`src/rtl/core/assert_macros.svh`:
```
// Assertion macros shared by the leveler RTL.
`ifndef ASSERT_MACROS_SVH
`define ASSERT_MACROS_SVH

// Clocked assertion, disabled while reset is asserted.
`define AGC_ASSERT(lbl, clk, rst_n, prop, msg) \
  lbl: assert property (@(posedge clk) disable iff (!rst_n) prop) else $error(msg);

// Clocked assertion that also holds during reset.
`define AGC_ASSERT_ALWAYS(lbl, clk, prop, msg) \
  lbl: assert property (@(posedge clk) prop) else $error(msg);

`endif

```
`src/rtl/core/alevl_pkg.sv`:
```
// ----------------------------------------------------------------------------
// alevl_pkg
// Types, constants and helpers for the receive step AGC peak leveler.
// ----------------------------------------------------------------------------
`timescale 1ns / 1ps
`default_nettype none

package alevl_pkg;

  localparam logic signed [7:0] GAIN_MIN      = -8'sd24;
  localparam logic [11:0]       RAIL_PEAK     = 12'd2040;
  localparam logic [6:0]        STEP_BASE_DB  = 7'd6;
  localparam logic [6:0]        STEP_RAIL_DB  = 7'd12;
  localparam logic [15:0]       HOLD_SAT      = 16'hFFFF;
  localparam int unsigned       CFG_AW        = 5;
  localparam int unsigned       CFG_DW        = 32;

  typedef enum logic [1:0] {
    ACT_SAMPLE  = 2'd0,
    ACT_TICK    = 2'd1,
    ACT_WIN_END = 2'd2,
    ACT_RESTART = 2'd3
  } action_t;

  typedef enum logic [1:0] {
    EVT_NONE   = 2'd0,
    EVT_ATTACK = 2'd1,
    EVT_DECAY  = 2'd2,
    EVT_BLANK  = 2'd3
  } evt_t;

  typedef enum logic [2:0] {
    REG_ATTACK_THR  = 3'd0,
    REG_DECAY_THR   = 3'd1,
    REG_HOLD_TIME   = 3'd2,
    REG_UP_STEP     = 3'd3,
    REG_STEP_SETTLE = 3'd4,
    REG_RST_SETTLE  = 3'd5,
    REG_GAIN_MAX    = 3'd6,
    REG_LOOP_EN     = 3'd7
  } reg_idx_t;

  typedef enum logic [1:0] {
    ST_IDLE,
    ST_SCALE,
    ST_APPLY
  } state_t;

  typedef struct packed {
    action_t     action;
    logic [23:0] packed_group;
  } in_item_t;

  typedef struct packed {
    logic [11:0]        window_peak;
    logic signed [7:0]  gain_db;
    evt_t               event_res;
    logic [6:0]         step_db;
  } out_item_t;

  typedef struct packed {
    logic [11:0]       attack_threshold;
    logic [11:0]       decay_threshold;
    logic [15:0]       hold_time_ms;
    logic [5:0]        up_step_db;
    logic [15:0]       step_settle_ms;
    logic [15:0]       restart_settle_ms;
    logic signed [7:0] gain_max;
    logic              loop_enable;
  } cfg_t;

  typedef struct packed {
    logic sample;
    logic tick;
    logic restart;
    logic win_start;
    logic scale_step;
    logic apply;
  } ctrl_cmd_t;

  typedef struct packed {
    logic scale_more;
    logic out_busy;
  } dp_stat_t;

  function automatic logic [11:0] mag12(input logic [11:0] v);
    return v[11] ? (12'h000 - v) : v;
  endfunction

endpackage

`default_nettype wire

```
`src/rtl/core/alevl_regs.sv`:
```
// ----------------------------------------------------------------------------
// alevl_regs
// APB-style configuration register file for the peak leveler.
// ----------------------------------------------------------------------------
`timescale 1ns / 1ps
`default_nettype none

module alevl_regs
  import alevl_pkg::*;
(
  input  wire logic              clk,
  input  wire logic              rst_n,
  input  wire logic              cfg_psel,
  input  wire logic              cfg_penable,
  input  wire logic              cfg_pwrite,
  input  wire logic [CFG_AW-1:0] cfg_paddr,
  input  wire logic [CFG_DW-1:0] cfg_pwdata,
  output      logic [CFG_DW-1:0] cfg_prdata,
  output      logic              cfg_pready,
  output      cfg_t              cfg
);

  cfg_t     cfg_r;
  cfg_t     cfg_nxt;
  reg_idx_t idx;
  logic     wr_en;

  assign idx        = reg_idx_t'(cfg_paddr[CFG_AW-1:2]);
  assign wr_en      = cfg_psel && cfg_penable && cfg_pwrite && cfg_pready;
  assign cfg_pready = 1'b1;
  assign cfg        = cfg_r;

  always_comb begin
    cfg_nxt = cfg_r;
    if (wr_en) begin
      unique case (idx)
        REG_ATTACK_THR:  cfg_nxt.attack_threshold  = cfg_pwdata[11:0];
        REG_DECAY_THR:   cfg_nxt.decay_threshold   = cfg_pwdata[11:0];
        REG_HOLD_TIME:   cfg_nxt.hold_time_ms      = cfg_pwdata[15:0];
        REG_UP_STEP:     cfg_nxt.up_step_db        = cfg_pwdata[5:0];
        REG_STEP_SETTLE: cfg_nxt.step_settle_ms    = cfg_pwdata[15:0];
        REG_RST_SETTLE:  cfg_nxt.restart_settle_ms = cfg_pwdata[15:0];
        REG_GAIN_MAX:    cfg_nxt.gain_max          = cfg_pwdata[7:0];
        REG_LOOP_EN:     cfg_nxt.loop_enable       = cfg_pwdata[0];
        default:         cfg_nxt = cfg_r;
      endcase
    end
  end

  always_comb begin
    unique case (idx)
      REG_ATTACK_THR:  cfg_prdata = {20'd0, cfg_r.attack_threshold};
      REG_DECAY_THR:   cfg_prdata = {20'd0, cfg_r.decay_threshold};
      REG_HOLD_TIME:   cfg_prdata = {16'd0, cfg_r.hold_time_ms};
      REG_UP_STEP:     cfg_prdata = {26'd0, cfg_r.up_step_db};
      REG_STEP_SETTLE: cfg_prdata = {16'd0, cfg_r.step_settle_ms};
      REG_RST_SETTLE:  cfg_prdata = {16'd0, cfg_r.restart_settle_ms};
      REG_GAIN_MAX:    cfg_prdata = {24'd0, cfg_r.gain_max};
      REG_LOOP_EN:     cfg_prdata = {31'd0, cfg_r.loop_enable};
      default:         cfg_prdata = '0;
    endcase
  end

  always_ff @(posedge clk) begin
    if (!rst_n) begin
      cfg_r.attack_threshold  <= 12'd1450;
      cfg_r.decay_threshold   <= 12'd260;
      cfg_r.hold_time_ms      <= 16'd500;
      cfg_r.up_step_db        <= 6'd2;
      cfg_r.step_settle_ms    <= 16'd50;
      cfg_r.restart_settle_ms <= 16'd300;
      cfg_r.gain_max          <= 8'sd63;
      cfg_r.loop_enable       <= 1'b1;
    end else begin
      cfg_r <= cfg_nxt;
    end
  end

endmodule

`default_nettype wire

```
`src/rtl/core/alevl_ctrl.sv`:
```
// ----------------------------------------------------------------------------
// alevl_ctrl
// Controller: decodes transactions and sequences the window-end decision.
// ----------------------------------------------------------------------------
`timescale 1ns / 1ps
`default_nettype none
`include "assert_macros.svh"

module alevl_ctrl
  import alevl_pkg::*;
(
  input  wire logic    clk,
  input  wire logic    rst_n,
  input  wire logic    in_valid,
  input  wire action_t in_action,
  output      logic    in_ready,
  input  wire dp_stat_t stat,
  output      ctrl_cmd_t cmd
);

  state_t state_r;
  state_t state_nxt;
  logic   accept;

  assign accept = in_valid && in_ready;

  always_comb begin
    state_nxt = state_r;
    unique case (state_r)
      ST_IDLE:  if (accept && (in_action == ACT_WIN_END)) state_nxt = ST_SCALE;
      ST_SCALE: if (!stat.scale_more) state_nxt = ST_APPLY;
      ST_APPLY: if (!stat.out_busy) state_nxt = ST_IDLE;
      default:  state_nxt = ST_IDLE;
    endcase
  end

  always_comb begin
    in_ready = 1'b0;
    cmd      = '0;
    unique case (state_r)
      ST_IDLE: begin
        in_ready      = 1'b1;
        cmd.sample    = in_valid && (in_action == ACT_SAMPLE);
        cmd.tick      = in_valid && (in_action == ACT_TICK);
        cmd.restart   = in_valid && (in_action == ACT_RESTART);
        cmd.win_start = in_valid && (in_action == ACT_WIN_END);
      end
      ST_SCALE: cmd.scale_step = stat.scale_more;
      ST_APPLY: cmd.apply      = !stat.out_busy;
      default:  cmd = '0;
    endcase
  end

  always_ff @(posedge clk) begin
    if (!rst_n) begin
      state_r <= ST_IDLE;
    end else begin
      state_r <= state_nxt;
    end
  end

  `AGC_ASSERT(a_busy_stalls_input, clk, rst_n, (state_r != ST_IDLE) |-> !in_ready, "input taken while busy")
  `AGC_ASSERT(a_win_enters_scale, clk, rst_n, cmd.win_start |=> (state_r == ST_SCALE), "window end not sequenced")
  `AGC_ASSERT(a_apply_needs_slot, clk, rst_n, cmd.apply |-> !stat.out_busy, "result overwrites pending result")
  `AGC_ASSERT(a_one_cmd, clk, rst_n, $onehot0(cmd), "more than one command issued")

endmodule

`default_nettype wire

```
`src/rtl/core/alevl_dp.sv`:
```
// ----------------------------------------------------------------------------
// alevl_dp
// Datapath: peak tracking, timers, gain decision and the result register.
// ----------------------------------------------------------------------------
`timescale 1ns / 1ps
`default_nettype none
`include "assert_macros.svh"

module alevl_dp
  import alevl_pkg::*;
(
  input  wire logic        clk,
  input  wire logic        rst_n,
  input  wire cfg_t        cfg,
  input  wire logic [23:0] group,
  input  wire ctrl_cmd_t   cmd,
  output      dp_stat_t    stat,
  output      logic        out_valid,
  input  wire logic        out_ready,
  output      out_item_t   out_data
);

  logic [11:0]       peak_hold_r, peak_hold_nxt;
  logic signed [7:0] gain_r, gain_nxt;
  logic              armed_r, armed_nxt;
  logic [15:0]       hold_cnt_r, hold_cnt_nxt;
  logic [15:0]       blank_cnt_r, blank_cnt_nxt;
  logic [11:0]       win_peak_r, win_peak_nxt;
  logic [12:0]       thr_sh_r, thr_sh_nxt;
  logic [6:0]        down_r, down_nxt;
  logic              out_valid_r, out_valid_nxt;
  out_item_t         out_data_r, out_data_nxt;

  logic [11:0]       mag_i, mag_q, thr_eff;
  logic [6:0]        down_sel;
  logic signed [9:0] gain_ext, gmax_ext, gmin_ext, att_ng, dec_ng, new_g, diff;

  assign mag_i    = mag12(group[23:12]);
  assign mag_q    = mag12(group[11:0]);
  assign thr_eff  = (cfg.attack_threshold == 12'd0) ? 12'd1 : cfg.attack_threshold;
  assign gain_ext = 10'(gain_r);
  assign gmax_ext = 10'(cfg.gain_max);
  assign gmin_ext = 10'(GAIN_MIN);
  assign down_sel = (win_peak_r >= RAIL_PEAK) ? STEP_RAIL_DB : down_r;
  assign att_ng   = (gain_ext - signed'({3'd0, down_sel}) < gmin_ext) ? gmin_ext
                    : gain_ext - signed'({3'd0, down_sel});
  assign dec_ng   = (gain_ext + signed'({4'd0, cfg.up_step_db}) > gmax_ext) ? gmax_ext
                    : gain_ext + signed'({4'd0, cfg.up_step_db});

  assign stat.scale_more = (win_peak_r < RAIL_PEAK) && ({1'b0, win_peak_r} >= thr_sh_r);
  assign stat.out_busy   = out_valid_r && !out_ready;
  assign out_valid       = out_valid_r;
  assign out_data        = out_data_r;

  always_comb begin
    peak_hold_nxt = peak_hold_r;
    gain_nxt      = gain_r;
    armed_nxt     = armed_r;
    hold_cnt_nxt  = hold_cnt_r;
    blank_cnt_nxt = blank_cnt_r;
    win_peak_nxt  = win_peak_r;
    thr_sh_nxt    = thr_sh_r;
    down_nxt      = down_r;
    out_data_nxt  = out_data_r;
    out_valid_nxt = out_valid_r && !out_ready;
    new_g         = gain_ext;
    diff          = '0;

    if (cmd.sample) begin
      if (mag_i > peak_hold_nxt) peak_hold_nxt = mag_i;
      if (mag_q > peak_hold_nxt) peak_hold_nxt = mag_q;
    end
    if (cmd.tick) begin
      if (blank_cnt_r != 16'd0) blank_cnt_nxt = blank_cnt_r - 16'd1;
      if (armed_r && (hold_cnt_r != HOLD_SAT)) hold_cnt_nxt = hold_cnt_r + 16'd1;
    end
    if (cmd.restart) begin
      blank_cnt_nxt = cfg.restart_settle_ms;
      armed_nxt     = 1'b0;
      hold_cnt_nxt  = 16'd0;
      peak_hold_nxt = 12'd0;
    end
    if (cmd.win_start) begin
      win_peak_nxt  = peak_hold_r;
      peak_hold_nxt = 12'd0;
      thr_sh_nxt    = {thr_eff, 1'b0};
      down_nxt      = STEP_BASE_DB;
    end
    if (cmd.scale_step) begin
      thr_sh_nxt = {thr_sh_r[11:0], 1'b0};
      down_nxt   = down_r + STEP_BASE_DB;
    end
    if (cmd.apply) begin
      out_data_nxt.event_res = EVT_NONE;
      priority if ((blank_cnt_r != 16'd0) || (win_peak_r == 12'd0)) begin
        out_data_nxt.event_res = EVT_BLANK;
      end else if (!cfg.loop_enable) begin
        armed_nxt    = 1'b0;
        hold_cnt_nxt = 16'd0;
      end else if (win_peak_r >= cfg.attack_threshold) begin
        new_g                  = att_ng;
        diff                   = gain_ext - att_ng;
        out_data_nxt.event_res = EVT_ATTACK;
        blank_cnt_nxt          = cfg.step_settle_ms;
        armed_nxt              = 1'b0;
        hold_cnt_nxt           = 16'd0;
      end else if (win_peak_r < cfg.decay_threshold) begin
        if (!armed_r) begin
          armed_nxt    = 1'b1;
          hold_cnt_nxt = 16'd0;
        end else if (hold_cnt_r >= cfg.hold_time_ms) begin
          if (gain_r < cfg.gain_max) begin
            new_g                  = dec_ng;
            diff                   = dec_ng - gain_ext;
            out_data_nxt.event_res = EVT_DECAY;
            blank_cnt_nxt          = cfg.step_settle_ms;
          end
          armed_nxt    = 1'b0;
          hold_cnt_nxt = 16'd0;
        end
      end else begin
        armed_nxt    = 1'b0;
        hold_cnt_nxt = 16'd0;
      end
      gain_nxt                 = new_g[7:0];
      out_data_nxt.window_peak = win_peak_r;
      out_data_nxt.gain_db     = new_g[7:0];
      out_data_nxt.step_db     = diff[6:0];
      out_valid_nxt            = 1'b1;
    end
  end

  always_ff @(posedge clk) begin
    if (!rst_n) begin
      peak_hold_r <= 12'd0;
      gain_r      <= 8'sd0;
      armed_r     <= 1'b0;
      hold_cnt_r  <= 16'd0;
      blank_cnt_r <= 16'd0;
      out_valid_r <= 1'b0;
    end else begin
      peak_hold_r <= peak_hold_nxt;
      gain_r      <= gain_nxt;
      armed_r     <= armed_nxt;
      hold_cnt_r  <= hold_cnt_nxt;
      blank_cnt_r <= blank_cnt_nxt;
      out_valid_r <= out_valid_nxt;
    end
  end

  always_ff @(posedge clk) begin
    win_peak_r <= win_peak_nxt;
    thr_sh_r   <= thr_sh_nxt;
    down_r     <= down_nxt;
    out_data_r <= out_data_nxt;
  end

  `AGC_ASSERT(a_gain_floor, clk, rst_n, gain_r >= GAIN_MIN, "gain below floor")
  `AGC_ASSERT(a_hold_clear_unarmed, clk, rst_n, !armed_r |-> (hold_cnt_r == 16'd0), "hold runs unarmed")

endmodule

`default_nettype wire

```
`src/rtl/core/rx_step_agc_peak_leveler.sv`:
```
// Sequencing: samples, ticks and restarts update the registered state when accepted; a window
// end passes through the scale state (one threshold doubling per pass), then the apply state,
// which loads its result register once the output register is free to take it.
// Throughput: 1 item per cycle except after a window end, which holds the input until
// its result enters the output register, after the doubling loop and any output back-pressure.
// Reset: rst_n synchronous, active low; registers load defaults, gain 0 dB, timers clear.
// ----------------------------------------------------------------------------
// rx_step_agc_peak_leveler
// Receive step AGC with window peak detection, hold and blanking timers.
// ----------------------------------------------------------------------------
`timescale 1ns / 1ps
`default_nettype none

module rx_step_agc_peak_leveler
  import alevl_pkg::*;
(
  input  wire logic              clk,
  input  wire logic              rst_n,
  input  wire logic              in_valid,
  output      logic              in_ready,
  input  wire in_item_t          in_data,
  output      logic              out_valid,
  input  wire logic              out_ready,
  output      out_item_t         out_data,
  input  wire logic              cfg_psel,
  input  wire logic              cfg_penable,
  input  wire logic              cfg_pwrite,
  input  wire logic [CFG_AW-1:0] cfg_paddr,
  input  wire logic [CFG_DW-1:0] cfg_pwdata,
  output      logic [CFG_DW-1:0] cfg_prdata,
  output      logic              cfg_pready
);

  cfg_t      cfg;
  ctrl_cmd_t cmd;
  dp_stat_t  stat;

  alevl_regs u_regs (
    .clk         (clk),
    .rst_n       (rst_n),
    .cfg_psel    (cfg_psel),
    .cfg_penable (cfg_penable),
    .cfg_pwrite  (cfg_pwrite),
    .cfg_paddr   (cfg_paddr),
    .cfg_pwdata  (cfg_pwdata),
    .cfg_prdata  (cfg_prdata),
    .cfg_pready  (cfg_pready),
    .cfg         (cfg)
  );

  alevl_ctrl u_ctrl (
    .clk       (clk),
    .rst_n     (rst_n),
    .in_valid  (in_valid),
    .in_action (in_data.action),
    .in_ready  (in_ready),
    .stat      (stat),
    .cmd       (cmd)
  );

  alevl_dp u_dp (
    .clk       (clk),
    .rst_n     (rst_n),
    .cfg       (cfg),
    .group     (in_data.packed_group),
    .cmd       (cmd),
    .stat      (stat),
    .out_valid (out_valid),
    .out_ready (out_ready),
    .out_data  (out_data)
  );

endmodule

`default_nettype wire

```
`config.mk`:
```
export PLATFORM = sky130hd
export DESIGN_NAME = rx_step_agc_peak_leveler
export DESIGN_NICKNAME = d
export VERILOG_FILES = /design/src/rtl/core/alevl_pkg.sv /design/src/rtl/core/alevl_regs.sv /design/src/rtl/core/alevl_ctrl.sv /design/src/rtl/core/alevl_dp.sv /design/src/rtl/core/rx_step_agc_peak_leveler.sv
export VERILOG_INCLUDE_DIRS = /design/src /design/src/rtl/core
export SDC_FILE = /design/constraint.sdc
export NUM_CORES = 1
export LEC_CHECK = 0
export ABC_AREA = 1
export BUFFER_PORTS_ARGS = -buffer_cell sky130_fd_sc_hd__buf_2
export CAP_MARGIN = 20
export CORE_ASPECT_RATIO = 1.25
export CORE_MARGIN = 2
export CORE_UTILIZATION = 40
export CTS_CLUSTER_SIZE = 14
export DETAILED_ROUTE_END_ITERATION = 7
export PLACE_DENSITY = 0.6
export SLEW_MARGIN = 40
export SYNTH_ARGS = -nofsm -noshare
export SYNTH_HDL_FRONTEND = slang
export SYNTH_SLANG_ARGS = --single-unit
```
`constraint.sdc`:
```
create_clock -name clk -period 5.1 [get_ports clk]
set_input_delay 1.02 -clock clk [delete_from_list [all_inputs] [get_ports clk]]
set_output_delay 1.02 -clock clk [all_outputs]
set_load 0.05 [all_outputs]
```
=== Yosys cells after proc, flatten, opt, wreduce, memory -nomap -nowiden ===
Cells that the tools add are included.

* Logic and storage cells: 163
* Bits in registers: 203

* Equality and inequality tests: 16
* Bitwise gates (word level): 2
* Multiplexer cells: 70
* Reductions and logical operators: 32
* Order comparisons: 11
* $add $sub $neg: 9

{| class="wikitable"
|+ Operators with widths
! cell !! number
|-
| $mux 16 || 21
|-
| $pmux 32 s8 || 1
|-
| $mux 12 || 6
|-
| $mux 8 || 9
|-
| $mux 7 || 8
|-
| $mux 13 || 2
|-
| $gt 12x12->1 || 2
|-
| $logic_not 12->1 || 2
|-
| $sub 1x12->12 const A || 2
|-
| $mux 2 || 9
|-
| $add 16x1->16 const B || 1
|-
| $ge 16x16->1 || 1
|-
| $ne 16x16->1 const B || 1
|-
| $reduce_and 2->1 || 8
|-
| $reduce_bool 16->1 || 1
|-
| $sub 16x1->16 const B || 1
|-
| $sub 7x7->7 || 2
|-
| $ge 12x13->1 || 1
|-
| $eq 3x3->1 const B || 4
|-
| $ge 12x11->1 const B || 1
|-
| $ge 12x12->1 || 1
|-
| $lt 12x11->1 const B || 1
|-
| $lt 12x12->1 || 1
|-
| $mux 1 || 12
|-
| other kinds (24) || 42
|}

=== Longest topological paths before layout ===
Gate-level depths: netlist of run 1.

* Depth in word-level cells: 13
* Gate-level depth with buffers: 28

=== Hierarchy ===
Synthesis of run 1 repeated with hierarchy kept, for this count alone.

* Cells, all modules: 1974
* Area, all modules: 14042.2 um^2

{| class="wikitable"
|+ By module, submodules not included
! module !! area each (um^2) !! instances !! cells each
|-
| alevl_dp || 9808.2 || 1 || 1366
|-
| alevl_regs || 4102.7 || 1 || 586
|-
| alevl_ctrl || 131.4 || 1 || 22
|}

=== Worst setup path after synthesis of run 1 ===
No wires, ideal clock.

* Path type: input-to-reg
* Start: input in_data[12] (netlist name)
* End: register u_dp.peak_hold_r[10]
* Arrival time: 4.545 ns
* Buffers on the path: 2
* Setup slack: 0.422 ns
* Stages on the path: 27
* Cells stage by stage: inv_1 -> ha_1 -> inv_1 -> nor3_1 -> nand3_1 -> inv_1 -> a41oi_1 -> xor2_1 -> ha_1 -> nand4_1 -> inv_1 -> nand3_1 -> o2111ai_1 -> o21ai_0 -> clkbuf_1 -> nand2_1 -> o21ai_0 -> ha_1 -> a21oi_1 -> nor2_1 -> a211oi_1 -> nand2_1 -> o32ai_1 -> clkbuf_1 -> nand2_1 -> o211ai_1 -> a21oi_1

* Longest elaborated chain between the ends: 7

{| class="wikitable"
|+ Ends and longest elaborated chain
! item !! RTL line !! RTL
|-
| from (decl) || rx_step_agc_peak_leveler.sv:21 || <nowiki>input wire in_item_t in_data,</nowiki>
|-
| $sub 1x12->12 || alevl_pkg.sv:87 || <nowiki>return v[11] ? (12'h000 - v) : v;</nowiki>
|-
| $mux 12 * || alevl_pkg.sv:87 ||
|-
| $gt 12x12->1 || alevl_dp.sv:70 || <nowiki>if (mag_i > peak_hold_nxt) peak_hold_nxt = mag_i;</nowiki>
|-
| $mux 12 * || alevl_dp.sv:70 ||
|-
| $mux 12 * || alevl_dp.sv:69 || <nowiki>if (cmd.sample) begin</nowiki>
|-
| $gt 12x12->1 || alevl_dp.sv:71 || <nowiki>if (mag_q > peak_hold_nxt) peak_hold_nxt = mag_q;</nowiki>
|-
| $mux 12 * || alevl_dp.sv:71 ||
|-
| to (signal assigned) || alevl_dp.sv:142 || <nowiki>peak_hold_r <= peak_hold_nxt;</nowiki>
|-
| to (decl) || alevl_dp.sv:23 || <nowiki>logic [11:0] peak_hold_r, peak_hold_nxt;</nowiki>
|}

Mark *: on every way between the ends. The rest lies on a longest branch, timed or not. The select of a mux whose other input is x is not followed.
A chain may end at the register's enable or synchronous reset.

=== Worst setup path after layout of run 1 ===
* Start: register u_regs.cfg_r, in the netlist u_regs.cfg[41]
* End: register u_dp.out_data_r, in the netlist u_dp.out_data[5], data pin

* Longest elaborated chain between the ends: 9

{| class="wikitable"
|+ Ends and longest elaborated chain
! item !! RTL line !! RTL
|-
| from (decl) || alevl_regs.sv:23 || <nowiki>cfg_t cfg_r;</nowiki>
|-
| from (signal assigned) || alevl_regs.sv:75 || <nowiki>cfg_r <= cfg_nxt;</nowiki>
|-
| $add 8x7->9 * || alevl_dp.sv:47 || <nowiki>assign dec_ng = (gain_ext + signed'({4'd0, cfg.up_step_db}) > gmax_ext) ? gmax_ext</nowiki>
|-
| $gt 9x8->1 || alevl_dp.sv:47 ||
|-
| $mux 8 * || alevl_dp.sv:47 ||
|-
| $sub 7x7->7 * || alevl_dp.sv:114 || <nowiki>diff = dec_ng - gain_ext;</nowiki>
|-
| $mux 7 * || alevl_dp.sv:112 || <nowiki>if (gain_r < cfg.gain_max) begin</nowiki>
|-
| $mux 7 * || alevl_dp.sv:111 || <nowiki>end else if (hold_cnt_r >= cfg.hold_time_ms) begin</nowiki>
|-
| $mux 7 * || alevl_dp.sv:108 || <nowiki>if (!armed_r) begin</nowiki>
|-
| $mux 7 * || alevl_dp.sv:107 || <nowiki>end else if (win_peak_r < cfg.decay_threshold) begin</nowiki>
|-
| $mux 7 * || alevl_dp.sv:100 || <nowiki>end else if (win_peak_r >= cfg.attack_threshold) begin</nowiki>
|-
| to (signal assigned) || alevl_dp.sv:155 || <nowiki>out_data_r <= out_data_nxt;</nowiki>
|-
| to (decl) || alevl_dp.sv:32 || <nowiki>out_item_t out_data_r, out_data_nxt;</nowiki>
|}

Mark *: on every way between the ends. The rest lies on a longest branch, timed or not.

==> metrics.cfg, run 1 <==
[run_status]
status=complete, no violations

[route]
final_antenna_net_count=0
wirelength_mm=37.1
drtIter0Drc=783
vias_per_cell=5.27
wire_per_inst_um=16.3
via_count=11975
route.detailed.drc=0
first_pass_iters=5

[placed_design]
dpl.cell_count=2228
hpwl_mm=28.8
io_buffer_count=98
place.gp.congestion=0.905
place_area_sq_um=14000

[clocking]
clk_pin_slew_ns=0.06
cts.sinks=202
cts_tree=built
htree_levels=1
cts_hold_buf=0
clock_latency_ns=0.53
postCtsSetupRepairBufs=0
cts-root-buf=clkbuf_16
clockBufferDepth=3
numCtsBuffers=23

[cells_and_area]
areaGrowthSynthToFinish_pct=13.6
final_layout_size_suffix_gt1_frac=0.119
stdcell_count=2272
multi_input_area_sq_um=7210
regArea_sq_um=4630
nFillCells=3272
final_cell_area_sq_um=14800
nets=2032

[sta]
slew_violations=0
setup_violations=0
worst_slew_pin_slew_ns=0.807
max_freq_mhz=212
hold_viol=0
hold_slack_ns=0.458
fin_crit_ns=4.72
skew_ns=0.0162
slew_headroom=0.460
fin_crit_sh=0.925

[critical_path]
crit_slowest_cell=fa_1
crit_buf_inv=3
cp_top_family=simple AND/OR/NAND/NOR gates
worstSetupPathType=reg -> reg
cp-end-kind=register
cp_max_fo=11
required_ns=5.37
cp_data_arrival_time_ns=4.98
slowest_delay_ns=0.41
startpoint_type=register

[die]
io_pins=134
start_util=0.408
die_h_um=206
dieArea_sq_um=34100
core-area_sq_um=32000
rows=73
die_x_um=166

[global_routing]
antenna_found_initial=5
grt_pass1_wl_mm=58.5
grt_pass1_vias=11441
grt_start_max_net_pins=62
overflow=0
grt_usage=0.218

[power_and_ir_drop]
power.density_nw_per_um2=286
vdd_drop_max_mv=0.216
leakage_uw=0.00684

[synth]
syn_area_sq_um=13000
syn_inst=1734
synth_edf_count=59
yosysSeqAreaShare=0.355
ys_ff_latch=202
synth_area_leaders=dfxtp_1 22%, edfxtp_1 14%, ha_1 11%
synth_top_area_frac=0.219
synth_top_cell_by_area=dfxtp_1
ys_types=61
synthArstFlopShare=0
syn_avg_cell_area_sq_um=7.52
synth_warnings=0
synth_ff_type=dfxtp_1

[hold_path]
hp-class=reg -> reg

[job]
drv_cap=0

==> cell usage after synthesis, types with 3 or more instances <==
library cell	number
a211oi_1	6
a21oi_1	173
a221oi_1	13
a22oi_1	3
a31oi_1	4
buf_2	4
buf_4	18
clkbuf_1	37
clkinv_1	4
dfxtp_1	143
edfxtp_1	59
ha_1	119
inv_1	250
inv_2	6
nand2_1	291
nand2_2	6
nand3_1	52
nand3b_1	7
nand4_1	20
nor2_1	139
nor2_2	14
nor2_4	4
nor3_1	25
nor3_4	4
nor4_1	8
o211ai_1	27
o21a_1	4
o21ai_0	170
o21ai_1	6
o221ai_1	4
o22ai_1	17
or2_2	5
xnor2_1	10
xor2_1	44
==> area by class of cell <==
cell class,instances,area share
flip-flops and latches,202,0.313
clock buffers,32,0.0438
inverters,260,0.0659
clock inverters,10,0.00650
repair buffers,128,0.0493
well taps,412,0.0348
diodes,2,0.000338
multi-input cells,1226,0.486
==> repair_timing <==
| action | in CTS | in global routing |
|---|---|---|
| setup endpoints to repair | 0 | 2 |
| endpoints found under the hold margin | 0 | 0 |
| gates resized for setup | 0 | 7 |
==> state kept, by name (all words and copies together), names as in the netlist <==
name              flops
u_ctrl.state_r        2
u_dp.out_data        29
u_dp.peak_hold_r     12
u_regs.cfg           87
u_dp.hold_cnt_r      16
u_dp.armed_r          1
u_dp.blank_cnt_r     16
u_dp.down_r           6
u_dp.gain_r           8
u_dp.out_valid        1
u_dp.win_peak_r      12
u_dp.thr_sh_r        12
==> power breakdown <==
| part | internal (uW) | switching, uW | total (uW) |
|---|---|---|---|
| registers | 1690 | 31.4 | 1720 |
| clock network | 949 | 697 | 1650 |
| logic | 296 | 569 | 865 |
| total | 2930 | 1300 | 4230 |
==> kinds of logic after synthesis <==
logic type | after synthesis | share of synthesized area
simple gates | 591 | 0.203
compound gates | 441 | 0.188
buf+inv | 322 | 0.0994
flops | 202 | 0.355
fa+ha+maj | 121 | 0.117
xor+xnor | 54 | 0.0363
other cells | 2 | 0.000576
mux | 1 | 0.000767
==> stage by stage <==
| stage | setup slack (ns) | total power (uW) | TNS, ns | utilization |
|---|---|---|---|---|
| 2_1_floorplan | 0.422 | 2350 | 0 | - |
| 3_3_place_gp | 0.0649 | 2590 | 0 | 0.439 |
| 3_5_place_dp | -0.0208 | 2610 | -0.0208 | 0.439 |
| 4_1_cts | 0.186 | 4250 | 0 | 0.463 |
| 5_1_grt | -0.00632 | 4430 | -0.00632 | 0.463 |
| 6_report | 0.384 | 4230 | 0 | 0.463 |
==> path summary, 6_finish.rpt <==
check                      start                 end  slack [ns]  depth (start not counted)
max               u_regs.cfg[41]    u_dp.out_data[5]        0.38                         26
min          u_dp.peak_hold_r[8]  u_dp.win_peak_r[8]        0.46                          0
max reg2reg       u_regs.cfg[41]    u_dp.out_data[5]        0.38                         26
min reg2reg  u_dp.peak_hold_r[8]  u_dp.win_peak_r[8]        0.46                          0
==> layout by cell type (no fill, tap or decap), types with 6 or more instances in the layout <==
cell type  count
dfxtp_1      143
edfxtp_1      59
a211oi_1       6
o21ai_1        8
nand4_1       20
nor4_1         7
nor2_2        14
o211ai_1      27
a21oi_1      172
nand3b_1       7
buf_4         30
nor2_1       138
xnor2_1       10
conb_1        18
ha_1         119
inv_2          7
nand2_2        7
nand3_1       52
o21ai_0      167
nor3_1        25
nand2_1      290
clkbuf_16     23
buf_2         97
a221oi_1      13
inv_1        249
xor2_1        44
o22ai_1       17
==> per-layer routing <==
layer / vias to the layer above / wire, um / GRT usage
met5: - / 24 / 0
met2: 312 / 18000 / 0.383
met4: 4 / 1660 / 0.0961
met3: 93 / 1810 / 0.0285
li1: 6039 / - / -
met1: 5527 / 15500 / 0.264
No activity file was read; power rests on OpenSTA's default activity.
==> run 2: changes to the inputs <==
--- a/config.mk
+++ b/config.mk
@@ -15,5 +15,5 @@
 export CTS_CLUSTER_SIZE = 14
 export DETAILED_ROUTE_END_ITERATION = 7
-export PLACE_DENSITY = 0.6
+export PLACE_DENSITY_LB_ADDON = 0.12
 export SLEW_MARGIN = 40
 export SYNTH_ARGS = -nofsm -noshare
==> constraint.sdc (replaced) <==
create_clock -name clk -period 5.1 [get_ports clk]
set_input_delay 1.02 -clock clk [delete_from_list [all_inputs] [get_ports clk]]
set_output_delay 1.02 -clock clk [all_outputs]
set_load 0.1 [all_outputs]
==> metrics.cfg, run 2 (synthesized netlist as in run 1, its figures left out) <==
[run_status]
status=complete, no violations

[clocking]
clockBufferDepth=3
clk_pin_slew_ns=0.06
cts.sinks=202
numCtsBuffers=23
cts_tree=built
clock_latency_ns=0.54
cts-root-buf=clkbuf_16
cts_hold_buf=0
htree_levels=1

[placed_design]
io_buffer_count=98
dpl.cell_count=2220
hpwl_mm=29.3
place.gp.congestion=0.888

[route]
final_antenna_net_count=0
wirelength_mm=38.1
vias_per_cell=5.20
route.detailed.drc=0
drtIter0Drc=784
via_count=11755
first_pass_iters=5
wire_per_inst_um=16.8

[sta]
fin_crit_ns=4.70
setup_violations=0
slew_headroom=0.438
hold_slack_ns=0.461
fin_crit_sh=0.922
worst_slew_pin_slew_ns=0.842
hold_viol=0
max_freq_mhz=213
slew_violations=0
skew_ns=0.0177

[critical_path]
path_depth=26
crit_slowest_cell=fa_1
rrSetupSlack_ns=0.40
cp_max_fo=11
slowest_delay_ns=0.40
crit_buf_inv=1
cp-end-kind=register
reg2reg_depth=26
cp_data_arrival_time_ns=5.05
worstSetupPathType=reg -> reg
startpoint_type=register
required_ns=5.45
r2r_end=u_dp.out_data[6]
path_common_cell=a21oi_1
reg2reg_from=u_dp.gain_r[0]
cp_top_family=compound AO/OA/AOI/OAI gates

[cells_and_area]
nFillCells=3353
areaGrowthSynthToFinish_pct=13.3
layout_common_cells=289 x nand2_1, 250 x inv_1, 173 x a21oi_1, 166 x o21ai_0, 143 x dfxtp_1
layout_commonest_cell=nand2_1
stdcell_count=2262
final_layout_size_suffix_gt1_frac=0.115
final_util=0.462
nets=2024
diodes=0
largest_reg_flops=87

[power_and_ir_drop]
power.density_nw_per_um2=292
vdd_drop_max_mv=0.225
leakage_uw=0.00682

[die]
die_x_um=166
rows=73
dieArea_sq_um=34100
start_util=0.408
die_h_um=206
io_pins=134
core-area_sq_um=32000

[global_routing]
overflow=0
grt_start_max_net_pins=89
grt_usage=0.225
grt_pass1_vias=11273
antenna_found_initial=0
grt_pass1_wl_mm=59.8

[job]
drv_cap=0

[hold_path]
min_from=u_dp.peak_hold_r[9]
hold_path_end=u_dp.win_peak_r[9]
hp-class=reg -> reg
hold_depth=0

## run 2: where the power goes
group          leakage, uW  switching, uW  internal, uW
Combinational      0.00474            633           272
Clock             0.000378            716           975
Sequential         0.00170           31.0          1690
## run 2: timing repair
item                                    CTS  global route
hold endpoints to repair                  0             0
buffers inserted                          0             0
endpoints found under the setup margin    0             4
resized for setup                         0             8
## run 2: metrics by stage
step	setup TNS [ns]	worst slack [ns]	total power [uW]	cell area, sq um
after floorplan	0	0.422	2420	13100
after global placement	-0.246	-0.0432	2650	14000
after detailed placement	-0.948	-0.132	2650	14000
after CTS	0	0.164	4350	14700
after global routing	-0.00574	-0.00574	4530	14800
final	0	0.398	4320	14800
## run 2: routing by layer
layer  up-vias  global-route usage  share of wire
li1       6014                   -              -
met1      5413               0.273           0.42
met2       270               0.414           0.50
met5         -                   0              0
met3        58              0.0233          0.043
met4         0              0.0748          0.030
## run 2: worst reg2reg max path: stages (launching register included)
cell and delay, ns:
dfxtp_1 0.37, ha_1 0.24, fa_1 0.40, nand3_1 0.12, a21oi_1 0.08, o21ai_0 0.15, nand2_1 0.10, xor2_1 0.17
inv_1 0.06, ha_1 0.29, a21oi_1 0.14, o21ai_0 0.08, a21oi_1 0.13, o21ai_0 0.10, nand2_1 0.11, nand2_4 0.10
o21ai_0 0.28, ha_1 0.34, a21oi_1 0.25, o21ai_2 0.10, nand2_1 0.06, nand2_1 0.04, a21oi_1 0.16, xor2_1 0.20
xor2_1 0.16, nand2_1 0.08, a21oi_1 0.22
## run 2: worst max-delay path by stage
stage / to / start
CTS: u_dp.out_data[6] / u_dp.gain_r[0]
global placement: u_dp.peak_hold_r[6] / in_data[12]
floorplan: u_dp.peak_hold_r[10] / in_data[12]
detailed placement: u_dp.peak_hold_r[8] / in_data[12]
global route: u_dp.out_data[6] / u_dp.gain_r[0]
finish: u_dp.out_data[6] / u_dp.gain_r[0]
## run 2: cell type report
cell class	instances	area, sq um	share of cell area
repair buffers	120	672	0.0455
clock buffers	31	667	0.0451
clock inverters	11	96.3	0.00652
multi-input cells	1226	7210	0.488
flip-flops and latches	202	4630	0.314
well taps	412	515	0.0349
inverters	260	976	0.0661
==> run 3: changes to the inputs <==
Settings changed: GPL_TIMING_DRIVEN set to 0.
==> metrics.cfg, run 3 (synthesized netlist as in run 1, its figures left out) <==
[sta]
skew_ns=0.0200
max_freq_mhz=212
setup_violations=0
hold_viol=0
worst_slew_pin_slew_ns=0.856
fin_crit_ns=4.71
slew_headroom=0.425
hold_slack_ns=0.460
fin_crit_sh=0.923
slew_violations=0

[die]
die_x_um=166
rows=73
start_util=0.408
dieArea_sq_um=34100
die_h_um=206
io_pins=134
core-area_sq_um=32000

[hold_path]
min_from=u_dp.peak_hold_r[6]
hold_path_end=u_dp.win_peak_r[6]
hp-class=reg -> reg
hold_depth=0

[power_and_ir_drop]
clkPwrFrac=0.388
power_frac_comb=0.215
power_switching_uw=1390
p_int_uw=2960
p_sw_frac=0.320
leakage_uw=0.00691
p_total_uw=4350
power.density_nw_per_um2=290
seqPwrFrac=0.397
vdd_drop_max_mv=0.208

[route]
route.detailed.drc=0
drtIter0Drc=716
final_antenna_net_count=0
wire_per_inst_um=17.0
vias_per_cell=5.20
wirelength_mm=39.1
via_count=11961
first_pass_iters=5

[clocking]
cts.sinks=202
numCtsBuffers=24
clockBufferDepth=3
htree_levels=1
postCtsSetupRepairBufs=0
clk_pin_slew_ns=0.06
cts-root-buf=clkbuf_16
cts_tree=built
cts_hold_buf=0
clock_latency_ns=0.53

[critical_path]
worstSetupPathType=reg -> reg
slowest_delay_ns=0.42
required_ns=5.37
path_common_cell=nand2_1
crit_buf_inv=2
cp_data_arrival_time_ns=4.98
startpoint_type=register
cp_max_fo=10
r2r_end=u_dp.out_data[6]
cp_top_family=adder cells
reg2reg_from=u_regs.cfg[41]
reg2reg_depth=27
rrSetupSlack_ns=0.39
path_depth=27
crit_slowest_cell=fa_1
cp-end-kind=register

[global_routing]
grt_usage=0.233
grt_start_max_net_pins=21
overflow=0
grt_pass1_vias=11314
grt_pass1_wl_mm=61.3
antenna_found_initial=1

[job]
drv_cap=0

[cells_and_area]
stdcell_count=2302
layout_commonest_cell=nand2_1
areaGrowthSynthToFinish_pct=15.1
largest_reg_flops=87
layout_common_cells=290 x nand2_1, 250 x inv_1, 172 x a21oi_1, 165 x o21ai_0, 140 x dfxtp_1
diodes=0
nets=2064
final_layout_size_suffix_gt1_frac=0.121

[placed_design]
dpl.cell_count=2259
place.gp.congestion=0.913
hpwl_mm=31.4
io_buffer_count=95

[run_status]
status=complete, no violations

## run 3: changes by cell type in the layout (fill, tap and decap cells not counted), sizes merged
cell,before,now
buf,120,124
clkbuf,31,67
## run 3: routing by layer
layer | vias to the layer above | track usage | part of all wire
li1 | 6087 | - | -
met1 | 5512 | 0.288 | 0.42
met2 | 294 | 0.421 | 0.50
met3 | 68 | 0.0253 | 0.049
met4 | 0 | 0.0720 | 0.032
met5 | - | 0 | 0
## run 3: power by group through the flow
stage	registers (uW)	logic (uW)	clock network, uW
after detailed placement	1760	906	0
after floorplan	1770	652	0
final	1720	937	1690
after global routing	1730	1040	1780
after global placement	1760	893	0
after CTS	1720	916	1720
## run 3: timing repair
action / in CTS / in global routing
gates resized for setup: 6 / 31
pin swaps: 0 / 2
endpoints found under the setup margin: 12 / 14
gates cloned: 0 / 0
## run 3: cell type report
cell class | instances | area [sq um]
clock inverters | 11 | 104
multi-input cells | 1226 | 7260
well taps | 412 | 515
plain buffers | 62 | 338
flip-flops and latches | 202 | 4640
fillers | 3279 | 17000
inverters | 260 | 976
clock buffers | 32 | 672
repair buffers | 97 | 518
## run 3: worst max path at each step
| stage | startpoint | end | slack, ns |
|---|---|---|---|
| after floorplan | in_data[12] | u_dp.peak_hold_r[10] | 0.42 |
| after global placement | in_data[12] | u_dp.peak_hold_r[10] | -0.63 |
| after detailed placement | in_data[12] | u_dp.peak_hold_r[10] | -0.72 |
| after CTS | u_dp.gain_r[3] | u_dp.out_data[6] | 0.08 |
| after global routing | in_data[12] | u_dp.peak_hold_r[10] | -0.01 |
| final | u_regs.cfg[41] | u_dp.out_data[6] | 0.39 |
## run 3: metrics by stage
stage,worst slack [ns],instance area [sq um],util,setup TNS [ns]
3_5_place_dp,-0.724,14100,0.443,-7.40
5_1_grt,-0.0127,15000,0.470,-0.0127
3_3_place_gp,-0.629,14100,0.441,-6.46
6_report,0.393,15000,0.470,0
4_1_cts,0.0818,14900,0.467,0
2_1_floorplan,0.422,13100,-,0
